==> src/design/assert_macros.svh <==
// Assertion macros shared by the allocator RTL.
`ifndef ASSERT_MACROS_SVH
`define ASSERT_MACROS_SVH

// Check a property on every clock edge outside reset.
`define BPA_ASSERT(label, prop, msg) \
  label: assert property (@(posedge clk) disable iff (!rst_n) prop) else $error(msg);

// Check a property on every clock edge, reset included.
`define BPA_ASSERT_ALWAYS(label, prop, msg) \
  label: assert property (@(posedge clk) prop) else $error(msg);

`endif

==> src/design/bpa_ram.sv <==
// Generic single-write, single-read RAM with registered read data.
`default_nettype none
module bpa_ram #(
  parameter int WIDTH = 8,
  parameter int DEPTH = 16
) (
  input  wire logic                     clk,
  input  wire logic                     we,
  input  wire logic [$clog2(DEPTH)-1:0] waddr,
  input  wire logic [WIDTH-1:0]         wdata,
  input  wire logic [$clog2(DEPTH)-1:0] raddr,
  output logic      [WIDTH-1:0]         rdata
);

  logic [WIDTH-1:0] mem [DEPTH];

  always_ff @(posedge clk) begin
    if (we) begin
      mem[waddr] <= wdata;
    end
    rdata <= mem[raddr];
  end

endmodule
`default_nettype wire

==> config.mk <==
export PLATFORM = sky130hd
export DESIGN_NAME = bpa_ram
export DESIGN_NICKNAME = d
export VERILOG_FILES = /design/src/design/assert_macros.svh /design/src/design/bpa_ram.sv
export SDC_FILE = /design/constraint.sdc
export NUM_CORES = 1
export LEC_CHECK = 0
export BUFFER_PORTS_ARGS = -buffer_cell sky130_fd_sc_hd__buf_2
export CAP_MARGIN = 25
export CELL_PAD_IN_SITES_DETAIL_PLACEMENT = 1
export CELL_PAD_IN_SITES_GLOBAL_PLACEMENT = 1
export CORE_MARGIN = 4
export CORE_UTILIZATION = 33
export CTS_CLUSTER_SIZE = 20
export DETAILED_ROUTE_END_ITERATION = 7
export HOLD_SLACK_MARGIN = 0.06
export PLACE_DENSITY_LB_ADDON = 0.1
export SLEW_MARGIN = 25
export SYNTH_ARGS = -nofsm -noshare
export SYNTH_HDL_FRONTEND = slang
export SYNTH_SLANG_ARGS = --single-unit
==> constraint.sdc <==
create_clock -name clk -period 1.6 [get_ports clk]
set_clock_uncertainty 0.2 [all_clocks]
set_input_delay 0.08 -clock clk [delete_from_list [all_inputs] [get_ports clk]]
set_output_delay 0.08 -clock clk [all_outputs]
set_load 0.01 [all_outputs]
## Word level (Yosys, flattened, before mapping)

Memory sizes are Yosys's and may differ from the RTL's. A register that Yosys moved wholly into a read port is not among the register bits.
Cells that the tools add are included.

| operators by class | value |
|---|---|
| muxes and demuxes | 2 |

Operators by type and width:

| kind | number |
|---|---|
| 2-to-1 mux 1 bit | 2 |

| storage, ports and cells | value |
|---|---|
| word-level logic and storage cells | 3 |
| input port bits | 18 |
| output and inout port bits | 8 |
| memories | 1 |
| memory bits (writable) | 128 |
| register bits | 0 |

Memories:

| memory | depth | width | read ports | clocked after Yosys merged registers in | wr ports | RTL line | source |
|---|---|---|---|---|---|---|---|
| mem | 16 | 8 | 1 | 1 | 1 | bpa_ram.sv:15 | `logic [WIDTH-1:0] mem [DEPTH];` |

## Logic depth before layout (Yosys ltp)

| depth | value |
|---|---|
| word-level depth | 2 |
| mapped depth | 5 |
| depth with buffers taken out | 3 |

## Least setup slack after synthesis

Ideal clock, no wire load.

| timing path | value |
|---|---|
| path kind | input to register |
| start | input port waddr[2] |
| end | memory mem[0][0], enable pin |
| cell stages on the path | 2 |
| setup time | 0.383 ns |
| data required time | 1.017 ns |
| data arrival time | 1.190 ns |
| path buffers | 0 |
| slack | -0.173 ns |
| path through | or3b_2 nor3_1 |

RTL lines:

| element | RTL line | source |
|---|---|---|
| start, declared | bpa_ram.sv:9 | `input wire logic [$clog2(DEPTH)-1:0] waddr,` |
| end, declared | bpa_ram.sv:15 |  |

Straight into the memory's write port.

==> impl_metrics.tcl <==
set metrics [dict create \
    status "completed" \
    path_class "register to register" \
    top_layer_used "met4" \
    gr-total-overflow 0 \
    syn-cell-area_um2 5150 \
    dieArea_um2 17700 \
    hold_start "raddr[3]" \
    postCtsSetupBuffers 0 \
    root_buffer "clkbuf_16" \
    r2r_cells 4 \
    vias 2541 \
    diodes 0 \
    grt_usage_pct 14.0 \
    rsz0062_at_grt "no" \
    grt_antenna_before_repair 0 \
    maxSlewViolCount 0 \
    numCtsBuffers 17 \
    fin_crit_ns 1.57 \
    portBuffers 25 \
    tns_ns 0 \
    layout_commonest_cell "edfxtp_1" \
    vias_per_cell 4.81 \
    irDropWorstVdd_mv 0.792 \
    grt_max_degree 21 \
    finalCritPeriodShare_pct 98.0 \
    critical_path.max_stage_delay_ns 0.50 \
    final_hold_viol_count 0 \
    drt_iter0_drc 348 \
    syn_inst 229 \
    crit_required_ns 1.69 \
    start_util_pct 33.7 \
    path_clk_slew_ns 0.06 \
    place.gp.congestion 0.687 \
    grt_pass1_wl_um 17600 \
    drtAntennaViolNets 0 \
    syn-num-nets 247 \
    final_util_pct 42.6 \
    arrival_ns 1.66 \
    yosys_warnings 0 \
    path_cells "mux4_2 -> a22oi_2 -> buf_4 -> nand2_1" \
    min_to "rdata[2]$_DFF_P_" \
    drc_errors 0 \
    crit_path_top_delay_cell "mux4_2" \
    crit-reg2reg-capture "rdata[4]$_DFF_P_" \
    crit_path_max_fanout 1 \
    drt-met1-wl_um 5580 \
    worstMarginPinSlew_ns 0.945 \
    grt_pass1_vias 2764 \
    leakagePower_uw 0.00222 \
    rows 45 \
    hold_path.class "input pin to register" \
    relSlewSlack_pct 36.9 \
    synth.distinct_cells 19 \
    drtPass1Iterations 4 \
    cts_tree "yes" \
    dp_hpwl_um 7530 \
    clk_path_buf_depth 2 \
    syn2layout_area_growth_pct 26.3 \
    route.met3.wl_um 386 \
    coreArea_um2 15300 \
    nets 322 \
    io_pins 26 \
    power_density_nw_per_um2 1350 \
    drive_above_1_share_pct 33.8 \
    timing.rr.start "mem[3][4]$_DFFE_PP_" \
    die_w_um 133 \
    maxCapViolCount 0 \
    htree_num_levels 4 \
    synth_area_per_cell_um2 22.5 \
    startpoint_type "register" \
    r2r_slack_ns 0.03 \
    clock_sinks 136 \
    hold_path_depth 5 \
    die-height_um 133 \
    seq_area_frac_synth_pct 77.8 \
    wl_per_cell_um 22.0 \
    clk_latency_ns 0.41 \
    met2_length_um 5430 \
    ys_seq_elements 136 \
    endpoint_kind "register" \
    layout_common_cells "edfxtp_1, buf_4, buf_2" \
    fmax_ghz 0.638 \
    finalWirelength_um 11600 \
    finalSetupViolations 0 \
]
final cells by class:
class | instances | area (um^2)
tap | 211 | 264
multi-input combinational | 83 | 1080
timing repair buffer | 66 | 495
fill | 1426 | 8760
sequential | 136 | 4000
clock buffer | 18 | 429
clock inverter | 14 | 229
per-stage QoR:
stage / hold WS [ns] / total power [uW] / cell area [um^2] / worst slack [ns] / instances
floorplan: -0.0211 / 4290 / 5150 / 0.0539 / 229
global placement: 0.269 / 4500 / 5730 / -0.155 / 486
detailed placement: 0.282 / 4510 / 5730 / -0.173 / 486
CTS: 0.0767 / 8840 / 6480 / 0.0202 / 528
global route: 0.122 / 9060 / 6500 / 0.00509 / 528
finish: 0.0977 / 8750 / 6500 / 0.0324 / 528
sequential cells by signal (all words and copies together), names as in the netlist:
name and flops:
mem 128, rdata 8
synthesized netlist by cell type:
| cell | instances | area share, % |
|---|---|---|
| mux4_1 | 14 | 7.1 |
| clkdlybuf4s25_2 | 3 | 0.58 |
| buf_4 | 1 | 0.15 |
| nor2b_1 | 1 | 0.12 |
| nand3_1 | 1 | 0.097 |
| nand2_1 | 9 | 0.66 |
| and2_1 | 1 | 0.12 |
| mux4_2 | 18 | 7.9 |
| and2b_1 | 1 | 0.15 |
| nand3b_1 | 2 | 0.29 |
| edfxtp_1 | 128 | 75 |
| buf_2 | 3 | 0.29 |
| nor3_1 | 4 | 0.39 |
| buf_6 | 3 | 0.66 |
| nand2b_1 | 2 | 0.24 |
| dfxtp_1 | 8 | 3.1 |
| or3b_2 | 1 | 0.17 |
| a22oi_1 | 16 | 2.3 |
| nor2_1 | 13 | 0.95 |
layer usage:
| layer | GRT usage [%] | vias to the layer above |
|---|---|---|
| met5 | 0 | - |
| met4 | 5.31 | 0 |
| met3 | 3.88 | 15 |
| met2 | 21.1 | 47 |
| met1 | 19.6 | 1354 |
| li1 | - | 1125 |
worst max-delay path by stage:
stage / start / to / slack (ns)
after floorplan: waddr[2] / mem[3][0]$_DFFE_PP_ / 0.05
after global placement: raddr[0] / rdata[6]$_DFF_P_ / -0.15
after detailed placement: raddr[0] / rdata[6]$_DFF_P_ / -0.17
after CTS: mem[0][3]$_DFFE_PP_ / rdata[3]$_DFF_P_ / 0.02
after global routing: mem[3][4]$_DFFE_PP_ / rdata[4]$_DFF_P_ / 0.005
final: mem[3][4]$_DFFE_PP_ / rdata[4]$_DFF_P_ / 0.03
power by group:
part,switching [uW],internal [uW]
sequential,23.3,3980
combinational,239,202
clock,1400,2900
total,1660,7090
what timing repair did:
action,CTS,global route
endpoints found under the hold margin,149,0
endpoints found under the setup margin,0,3
gates resized for setup,0,3
hold buffers,10,0
worst max-delay path: cells and delay by family, from the launching register on:
family,cells,cell delay [ns]
multiplexers,1,0.50
flip-flops,1,0.36
AO/OA/AOI/OAI,1,0.19
buffers and inverters,1,0.15
AND/OR/NAND/NOR,1,0.05
logic make-up after synthesis:
kind of cell,count (synthesis),synth area share [%]
buffers and inverters,10,1.68
multiplexers,32,15.0
AND/OR/NAND/NOR,35,3.18
flip-flops,136,77.8
AO/OA/AOI/OAI,16,2.33
(Power assumes the default switching activity.)
