File: src/design/assert_macros.svh
// Assertion macros shared by the allocator RTL.
`ifndef ASSERT_MACROS_SVH
`define ASSERT_MACROS_SVH

// Check a property on every clock edge outside reset.
`define BPA_ASSERT(label, prop, msg) \
  label: assert property (@(posedge clk) disable iff (!rst_n) prop) else $error(msg);

// Check a property on every clock edge, reset included.
`define BPA_ASSERT_ALWAYS(label, prop, msg) \
  label: assert property (@(posedge clk) prop) else $error(msg);

`endif

File: src/design/bpa_pkg.sv
// Types and constants of the buddy page allocator.
`default_nettype none
package bpa_pkg;

  localparam int PAGE_W = 12;
  localparam int ORD_W  = 4;
  localparam int STAT_W = 2;

  localparam logic [2:0] FLAG_HEAD = 3'b001;
  localparam logic [2:0] FLAG_FREE = 3'b010;
  localparam logic [2:0] FLAG_BODY = 3'b100;

  localparam logic OP_ALLOC = 1'b0;
  localparam logic OP_FREE  = 1'b1;

  localparam logic [STAT_W-1:0] ST_OK      = 2'd0;
  localparam logic [STAT_W-1:0] ST_NOSPACE = 2'd1;
  localparam logic [STAT_W-1:0] ST_BAD     = 2'd2;

  typedef struct packed {
    logic [ORD_W-1:0] order;
    logic [2:0]       flags;
  } meta_t;

  typedef struct packed {
    logic head;
    logic tail;
    logic cnt;
  } list_we_t;

  typedef enum logic [3:0] {
    S_CLEAR,
    S_IDLE,
    S_SEARCH,
    S_RM,
    S_SPLIT,
    S_MBEF,
    S_MBEFW,
    S_MAFT,
    S_MAFTW,
    S_FIN,
    S_FCHK,
    S_DONE
  } bpa_state_t;

endpackage
`default_nettype wire

File: src/design/bpa_lists.sv
// Per-order free list registers: head, tail and block count.
`default_nettype none
module bpa_lists import bpa_pkg::*; #(
  parameter int PAGES  = 4096,
  parameter int ORDERS = 11
) (
  input  wire logic                         clk,
  input  wire logic                         rst_n,
  input  wire logic [$clog2(ORDERS)-1:0]    idx,
  input  wire list_we_t                     we,
  input  wire logic [$clog2(PAGES)-1:0]     head_wd,
  input  wire logic [$clog2(PAGES)-1:0]     tail_wd,
  input  wire logic [$clog2(PAGES+1)-1:0]   cnt_wd,
  output logic      [$clog2(PAGES)-1:0]     head_rd,
  output logic      [$clog2(PAGES)-1:0]     tail_rd,
  output logic      [$clog2(PAGES+1)-1:0]   cnt_rd
);

  localparam int PW    = $clog2(PAGES);
  localparam int CNW   = $clog2(PAGES+1);
  localparam int TOP   = ORDERS - 1;
  localparam int TOPSZ = 1 << TOP;
  localparam int NBLK  = PAGES >> TOP;
  localparam int LAST  = (NBLK > 0) ? (NBLK - 1) * TOPSZ : 0;

  logic [PW-1:0]  head_r [ORDERS];
  logic [PW-1:0]  tail_r [ORDERS];
  logic [CNW-1:0] cnt_r  [ORDERS];

  always_ff @(posedge clk) begin
    if (!rst_n) begin
      for (int k = 0; k < ORDERS; k++) begin
        head_r[k] <= '0;
        tail_r[k] <= (k == TOP) ? PW'(LAST) : '0;
        cnt_r[k]  <= (k == TOP) ? CNW'(NBLK) : '0;
      end
    end else begin
      if (we.head) head_r[idx] <= head_wd;
      if (we.tail) tail_r[idx] <= tail_wd;
      if (we.cnt)  cnt_r[idx]  <= cnt_wd;
    end
  end

  assign head_rd = head_r[idx];
  assign tail_rd = tail_r[idx];
  assign cnt_rd  = cnt_r[idx];

endmodule
`default_nettype wire

File: config.mk
export PLATFORM = sky130hd
export DESIGN_NAME = bpa_lists
export DESIGN_NICKNAME = d
export VERILOG_FILES = /design/src/design/assert_macros.svh /design/src/design/bpa_pkg.sv /design/src/design/bpa_lists.sv
export SDC_FILE = /design/constraint.sdc
export NUM_CORES = 1
export LEC_CHECK = 0
export BUFFER_PORTS_ARGS = -buffer_cell sky130_fd_sc_hd__buf_2
export CORE_ASPECT_RATIO = 2
export CORE_MARGIN = 2
export CORE_UTILIZATION = 47
export CTS_CLUSTER_DIAMETER = 80
export DETAILED_ROUTE_END_ITERATION = 16
export PLACE_DENSITY = 0.59
export SETUP_SLACK_MARGIN = 0.1
export SYNTH_ARGS = -nofsm -noshare
export SYNTH_HDL_FRONTEND = slang
export SYNTH_SLANG_ARGS = --single-unit
export TNS_END_PERCENT = 100
File: constraint.sdc
create_clock -name clk -period 3.15 [get_ports clk]
set_input_delay 0.315 -clock clk [delete_from_list [all_inputs] [get_ports clk]]
set_output_delay 0.315 -clock clk [all_outputs]
set_load 0.05 [all_outputs]
# After elaboration in Yosys (flattened, before gate mapping)
# Memories as Yosys holds them, arrays and structs flattened.
# Cells that the tools add are included.
# classes
n_reduce_logical	3
n_mux	19
# op_table
cell	count
12-bit two-way mux	2
12-bit OR reduction	2
1-bit two-way mux	13
13-bit two-way mux	1
13-bit OR reduction	1
4-bit two-way mux	3
# totals
register_bits	0
out_inout_bits	37
mem_count	3
ramBits	407
# mem_list
name	depth	width	read_ports	rd_clocked_by_memory_dff	wr	line	rtl
cnt_r	11	13	1	0	11	bpa_lists.sv:28	logic [CNW-1:0] cnt_r [ORDERS];
head_r	11	12	1	0	11	bpa_lists.sv:26	logic [PW-1:0] head_r [ORDERS];
tail_r	11	12	1	0	11	bpa_lists.sv:27	logic [PW-1:0] tail_r [ORDERS];

# Depth between registers and ports, before layout
# Gate-level depths: netlist of run 1.
# depth
depth_word	5
depth_mapped	7
mapped_depth_nobuf	3

# Least setup slack after synthesis of run 1
# Ideal clock, no wire load.
# synth_timing
path_kind	input to register
startpoint	input idx[2]
endpoint	memory cnt_r[12][0] (netlist bit), enable pin
path_buffers	3
stages	5
required_time_ps	2750
setup_time_ps	400
path_slack_ps	685
t_arrival_ps	2065
path_cell_list	buf_2 > buf_2 > buf_1 > nand2b_1 > nor3_1
# synth_rtl
element	line	rtl
from (decl)	bpa_lists.sv:9	input wire logic [$clog2(ORDERS)-1:0] idx,
to (decl)	bpa_lists.sv:28	

# Worst setup path in the final report of run 1
# layout_timing
startpoint	input idx[0]
endpoint	output tail_rd[3]
# layout_between
elab_chain_len	1
# layout_lines
element	line	rtl
memory read 11 x 12 bit	n/a	
to (decl)	bpa_lists.sv:15	output logic [$clog2(PAGES)-1:0] tail_rd,
# Every way passes these cells.

==> impl_metrics.json, run 1 <==
{
  "status": "finished, final reports clean",
  "synth_edf_count": 555,
  "pin_count": 83,
  "dieArea_sq_mm": 0.0547,
  "design_area_sq_mm": 0.0282,
  "synth_area_sq_mm": 0.0248,
  "drtIter0Drc": 1505,
  "ys_seq_elements": 592,
  "synth.most_common_cell": "edfxtp_1",
  "final-max-slew-violation-count": 0,
  "synthArstFlopShare_pct": 0,
  "holdCritPathClass": "input pin to flop",
  "fin_util_pct": 53.8,
  "port_buffers": 82,
  "ir_worst_vdd_mv": 0.575,
  "yosys.area.top_type_share_pct": 67.3,
  "layout-drive-gt1-share_pct": 24.1,
  "maxCapViolCount": 0,
  "die_w_um": 166,
  "power.density_mw_per_mm2": 608,
  "coreArea_sq_mm": 0.0524,
  "pre_cts_ws_ns": 0.397,
  "period_minus_slack_ns": 2.75,
  "cts_buffers": 51,
  "htreeDepth": 2,
  "required_ns": 2.83,
  "setup_slack_ns": 0.397,
  "hpwl_um": 51400,
  "cts_tree": "yes",
  "p_leak_nw": 9.14,
  "yosys_warnings": 0,
  "finalCritPeriodShare_pct": 87.4,
  "critPathLaunchType": "input pin",
  "syn-num-nets": 1661,
  "wl_per_cell_um": 30.1,
  "placedCellCount": 2334,
  "viasPerCell": 6.05,
  "synth_seq_area_share_pct": 70.3,
  "first_global_vias": 15300,
  "fmax_mhz": 363,
  "setup-violations-final": 0,
  "synth.top_cells.by_count": "edfxtp_1, nor2_1, mux4_2, nand2_1, clkbuf_1",
  "grt_pass1_wl_um": 105000,
  "synth_area_leaders": "edfxtp_1, mux4_2, nor2_1",
  "synth_area_leader_cell": "edfxtp_1",
  "netlist_instances": 1615,
  "relSlewSlack_pct": 36.9,
  "rsz0062_at_grt": "no",
  "cts_resized": 0,
  "power_mw": 17.2,
  "die_h_um": 329,
  "grt_antenna_before_repair": 3,
  "rows": 119,
  "clock_latency_ns": 0.59,
  "cts.sinks": 592,
  "end_kind": "output pin",
  "path_max_fanout": 46,
  "grt_max_degree": 67,
  "clkTransAtPathRegs_ns": 0.07,
  "worst-setup-path-type": "input pin to output pin",
  "finalHoldViolations": 0,
  "postCtsSetupBuffers": 0,
  "dpl_cell_area_sq_mm": 0.0263,
  "antenna_left": 0,
  "fin_cells": 2448,
  "drcViolationCount": 0,
  "area_delta_synth_final_pct": 13.9,
  "root_buffer": "clkbuf_16",
  "track_usage_pct": 27.0,
  "fin_nets": 1785,
  "synth_cell_type_count": 34,
  "synthFlopType": "edfxtp_1",
  "worstPathArrival_ns": 2.44,
  "first_pass_iters": 5,
  "worst_hold_slack_ns": 0.0201,
  "clockBufferDepth": 3,
  "avgSynthCellArea_sq_um": 15.3,
  "grt-ovfl-total": 0,
  "totalWireLength_um": 73700,
  "tightest_slew_ns": 0.944,
  "vias": 14800,
  "gp_congestion": 0.852,
  "fin_setup_tns_ns": 0,
  "start_util_pct": 47.3,
  "skew_ns": 0
}
==> logic make-up (layout without fill, tap and decap cells) <==
kind of cell / count (synthesis) / count (layout) / share of synthesized area (%)
compound gates: 162 / 162 / 4.53
flops: 592 / 592 / 70.3
mux: 166 / 166 / 13.5
simple gates: 537 / 537 / 8.91
buf+inv: 158 / 324 / 2.83
other cells: 0 / 2 / 0
==> critical path, stage by stage <==
cell	delay (ns)
buf_8	0.41
buf_12	0.35
mux4_2	0.53
a22oi_1	0.32
nand2_1	0.14
buf_2	0.23
==> cell usage in the layout, fill, tap and decap left out, drive strengths merged, types with 6 or more instances in the layout <==
cell / n
clkinv: 21
a22oi: 65
dfxtp: 37
nand2: 124
mux2: 36
o221ai: 9
o22ai: 9
buf: 175
bufinv: 8
nand3: 6
edfxtp: 555
nand4: 32
a21boi: 29
nor2: 346
dlygate4sd3: 17
mux4: 130
nor3: 6
clkbuf: 64
inv: 38
o21ai: 42
==> report_power, final <==
| part | internal, mW | leakage [nW] | switching (mW) |
|---|---|---|---|
| sequential | 8.89 | 5.20 | 0.0862 |
| clock | 3.78 | 0.849 | 2.89 |
| combinational | 0.488 | 3.09 | 1.03 |
| total | 13.2 | 9.14 | 4.00 |
==> sequential cells by signal (all words and copies together) (netlist names) <==
register / count
cnt_r: 208
tail_r: 192
head_r: 192
==> metal layers <==
metal | track usage, % | wire, um | vias to the layer above
li1 | - | - | 6355
met1 | 27.5 | 23100 | 7673
met2 | 53.5 | 42400 | 614
met3 | 2.96 | 3860 | 167
met4 | 14.1 | 4300 | 4
met5 | 0 | 21 | -
==> worst paths after layout <==
path / startpoint / end / slack, ns / depth (start not counted)
worst max register to register: head_r[10][3] / head_r[10][3] / 2.33 / 2
worst min register to register: cnt_r[10][9] / cnt_r[10][9] / 0.48 / 2
worst min-delay path: tail_wd[7] / tail_r[10][7] / 0.02 / 3
worst max-delay path: idx[0] / tail_rd[3] / 0.40 / 6
==> timing repair <==
item | CTS | global route
setup endpoints to repair | 0 | 0
hold endpoints to repair | 17 | 0
hold buffers | 17 | 0
==> layout make-up <==
type                       count  area [sq um]
antenna                        2          5.00
clock buffer                  64          1390
clock inverter                31           348
fill                        4288         24200
inverter                      37           139
multi-input combinational    865          6720
sequential                   592         17400
tap                          665           832
timing repair buffer         192          1380
Power figures use the tool's default switching activity.
==> run 2: changes to the inputs <==
Settings changed: CORE_UTILIZATION 47 to 55, PLACE_DENSITY 0.59 to 0.68.
==> impl_metrics.json, run 2 (synthesized netlist as in run 1, its figures left out) <==
{
  "period_minus_slack_ns": 2.66,
  "end_kind": "output pin",
  "diodes": 0,
  "first_pass_iters": 6,
  "port_buffers": 82,
  "htreeDepth": 2,
  "top_register": "cnt_r",
  "grt-ovfl-total": 0,
  "fin_setup_tns_ns": 0,
  "final-max-slew-violation-count": 0,
  "power_mw": 17.0,
  "area_delta_synth_final_pct": 13.1,
  "p_comb_share_pct": 8.5,
  "mostFrequentLayoutCell": "edfxtp_1",
  "rows": 110,
  "p_int_mw": 13.2,
  "worst_hold_slack_ns": 0.0147,
  "fin_nets": 1772,
  "coreArea_sq_mm": 0.0447,
  "top_regs": "cnt_r (208), head_r (192), tail_r (192)",
  "viasPerCell": 6.43,
  "first_global_vias": 14900,
  "reg2reg_to": "cnt_r[10][4]",
  "worstHoldPathCells": 3,
  "fin_util_pct": 62.6,
  "drtIter0Drc": 2106,
  "worst-setup-path-type": "input pin to output pin",
  "final_cell_mix": "edfxtp_1, nor2_1, mux4_2, nand2_1, buf_4",
  "cts.sinks": 592,
  "multi_input_area_sq_mm": 0.00671,
  "regArea_sq_mm": 0.0174,
  "drcViolationCount": 0,
  "vias": 15000,
  "clock_latency_ns": 0.58,
  "grt_antenna_before_repair": 2,
  "critPathLaunchType": "input pin",
  "root_buffer": "clkbuf_16",
  "maxCapViolCount": 0,
  "pin_count": 83,
  "fillers": 3158,
  "tightest_slew_ns": 0.778,
  "die_h_um": 304,
  "r2r_slack_ns": 2.39,
  "p_leak_nw": 9.11,
  "rsz0062_at_grt": "no",
  "min-delay-start": "head_wd[2]",
  "layout-drive-gt1-share_pct": 24.7,
  "setup-violations-final": 0,
  "start_util_pct": 55.4,
  "relSlewSlack_pct": 48.0,
  "rr_startpoint": "cnt_r[10][4]",
  "clkTransAtPathRegs_ns": 0.06,
  "holdCritPathClass": "input pin to flop",
  "grt_max_degree": 54,
  "cts.hold.buffers_added": 3,
  "antenna_left": 0,
  "hpwl_um": 41300,
  "min_to": "head_r[10][2]",
  "p_seq_share_pct": 52.8,
  "p_clk_share_pct": 38.7,
  "die_w_um": 154,
  "status": "finished, final reports clean",
  "postCtsSetupBuffers": 0,
  "required_ns": 2.83,
  "wl_per_cell_um": 27.4,
  "rr_worst_depth": 2,
  "power.density_mw_per_mm2": 607,
  "cts_resized": 0,
  "finalCritPeriodShare_pct": 84.4,
  "path_max_fanout": 53,
  "finalHoldViolations": 0,
  "grt_pass1_wl_um": 94100,
  "gp_congestion": 0.845,
  "cts_tree": "yes",
  "power_switching_mw": 3.81,
  "p_sw_share_pct": 22.4,
  "fmax_mhz": 376,
  "cts_buffers": 50,
  "track_usage_pct": 27.2,
  "dieArea_sq_mm": 0.0469,
  "skew_ns": 0,
  "ir_worst_vdd_mv": 0.440,
  "largest_reg_flops": 208,
  "clockBufferDepth": 3,
  "totalWireLength_um": 63800,
  "worstPathArrival_ns": 2.34
}
==> run 2: area by class of cell <==
class                   instances  area share [%]
repair buffers                180            4.62
flip-flops and latches        592            62.2
inverters                      37           0.496
clock inverters                22            1.02
multi-input cells             865            24.0
clock buffers                  72            5.24
well taps                     560            2.50
==> run 2: routing by layer <==
metal  global-route usage, %  part of all wire, %  up-vias
li1                        -                    -     6328
met1                    37.6                   37     7626
met2                    44.8                   50      875
met3                    4.40                  9.6      133
met4                    9.08                  3.3        4
met5                       0                0.041        -
==> run 2: worst max path at each step <==
stage | start | to | slack, ns
floorplan | idx[2] | cnt_r[12][0] | 0.69
CTS | idx[0] | cnt_rd[12] | 0.48
global route | idx[0] | head_rd[2] | 0.38
finish | idx[0] | head_rd[2] | 0.49
detailed placement | idx[0] | cnt_rd[12] | 0.48
global placement | idx[0] | cnt_rd[12] | 0.52
==> run 2: per-stage QoR <==
stage / setup WS, ns / cells / area [sq um]
after floorplan: 0.685 / 1615 / 24800
after global placement: 0.516 / 2231 / 26200
after detailed placement: 0.477 / 2231 / 26200
after CTS: 0.478 / 2328 / 28000
after global routing: 0.380 / 2328 / 28000
final: 0.492 / 2328 / 28000
==> run 2: power by group through the flow <==
| stage | Combinational, mW | Clock [mW] | Sequential [mW] |
|---|---|---|---|
| global placement | 1.42 | 0 | 9.12 |
| CTS | 1.44 | 6.62 | 8.98 |
| floorplan | 0.956 | 0 | 9.10 |
| detailed placement | 1.43 | 0 | 9.14 |
| finish | 1.44 | 6.58 | 8.97 |
| global route | 1.51 | 6.91 | 9.00 |
==> run 2: critical path: stages <==
cell and delay [ns]:
buf_8 0.42, buf_4 0.32, mux4_2 0.51, a22oi_1 0.28, o21ai_1 0.15, buf_2 0.23
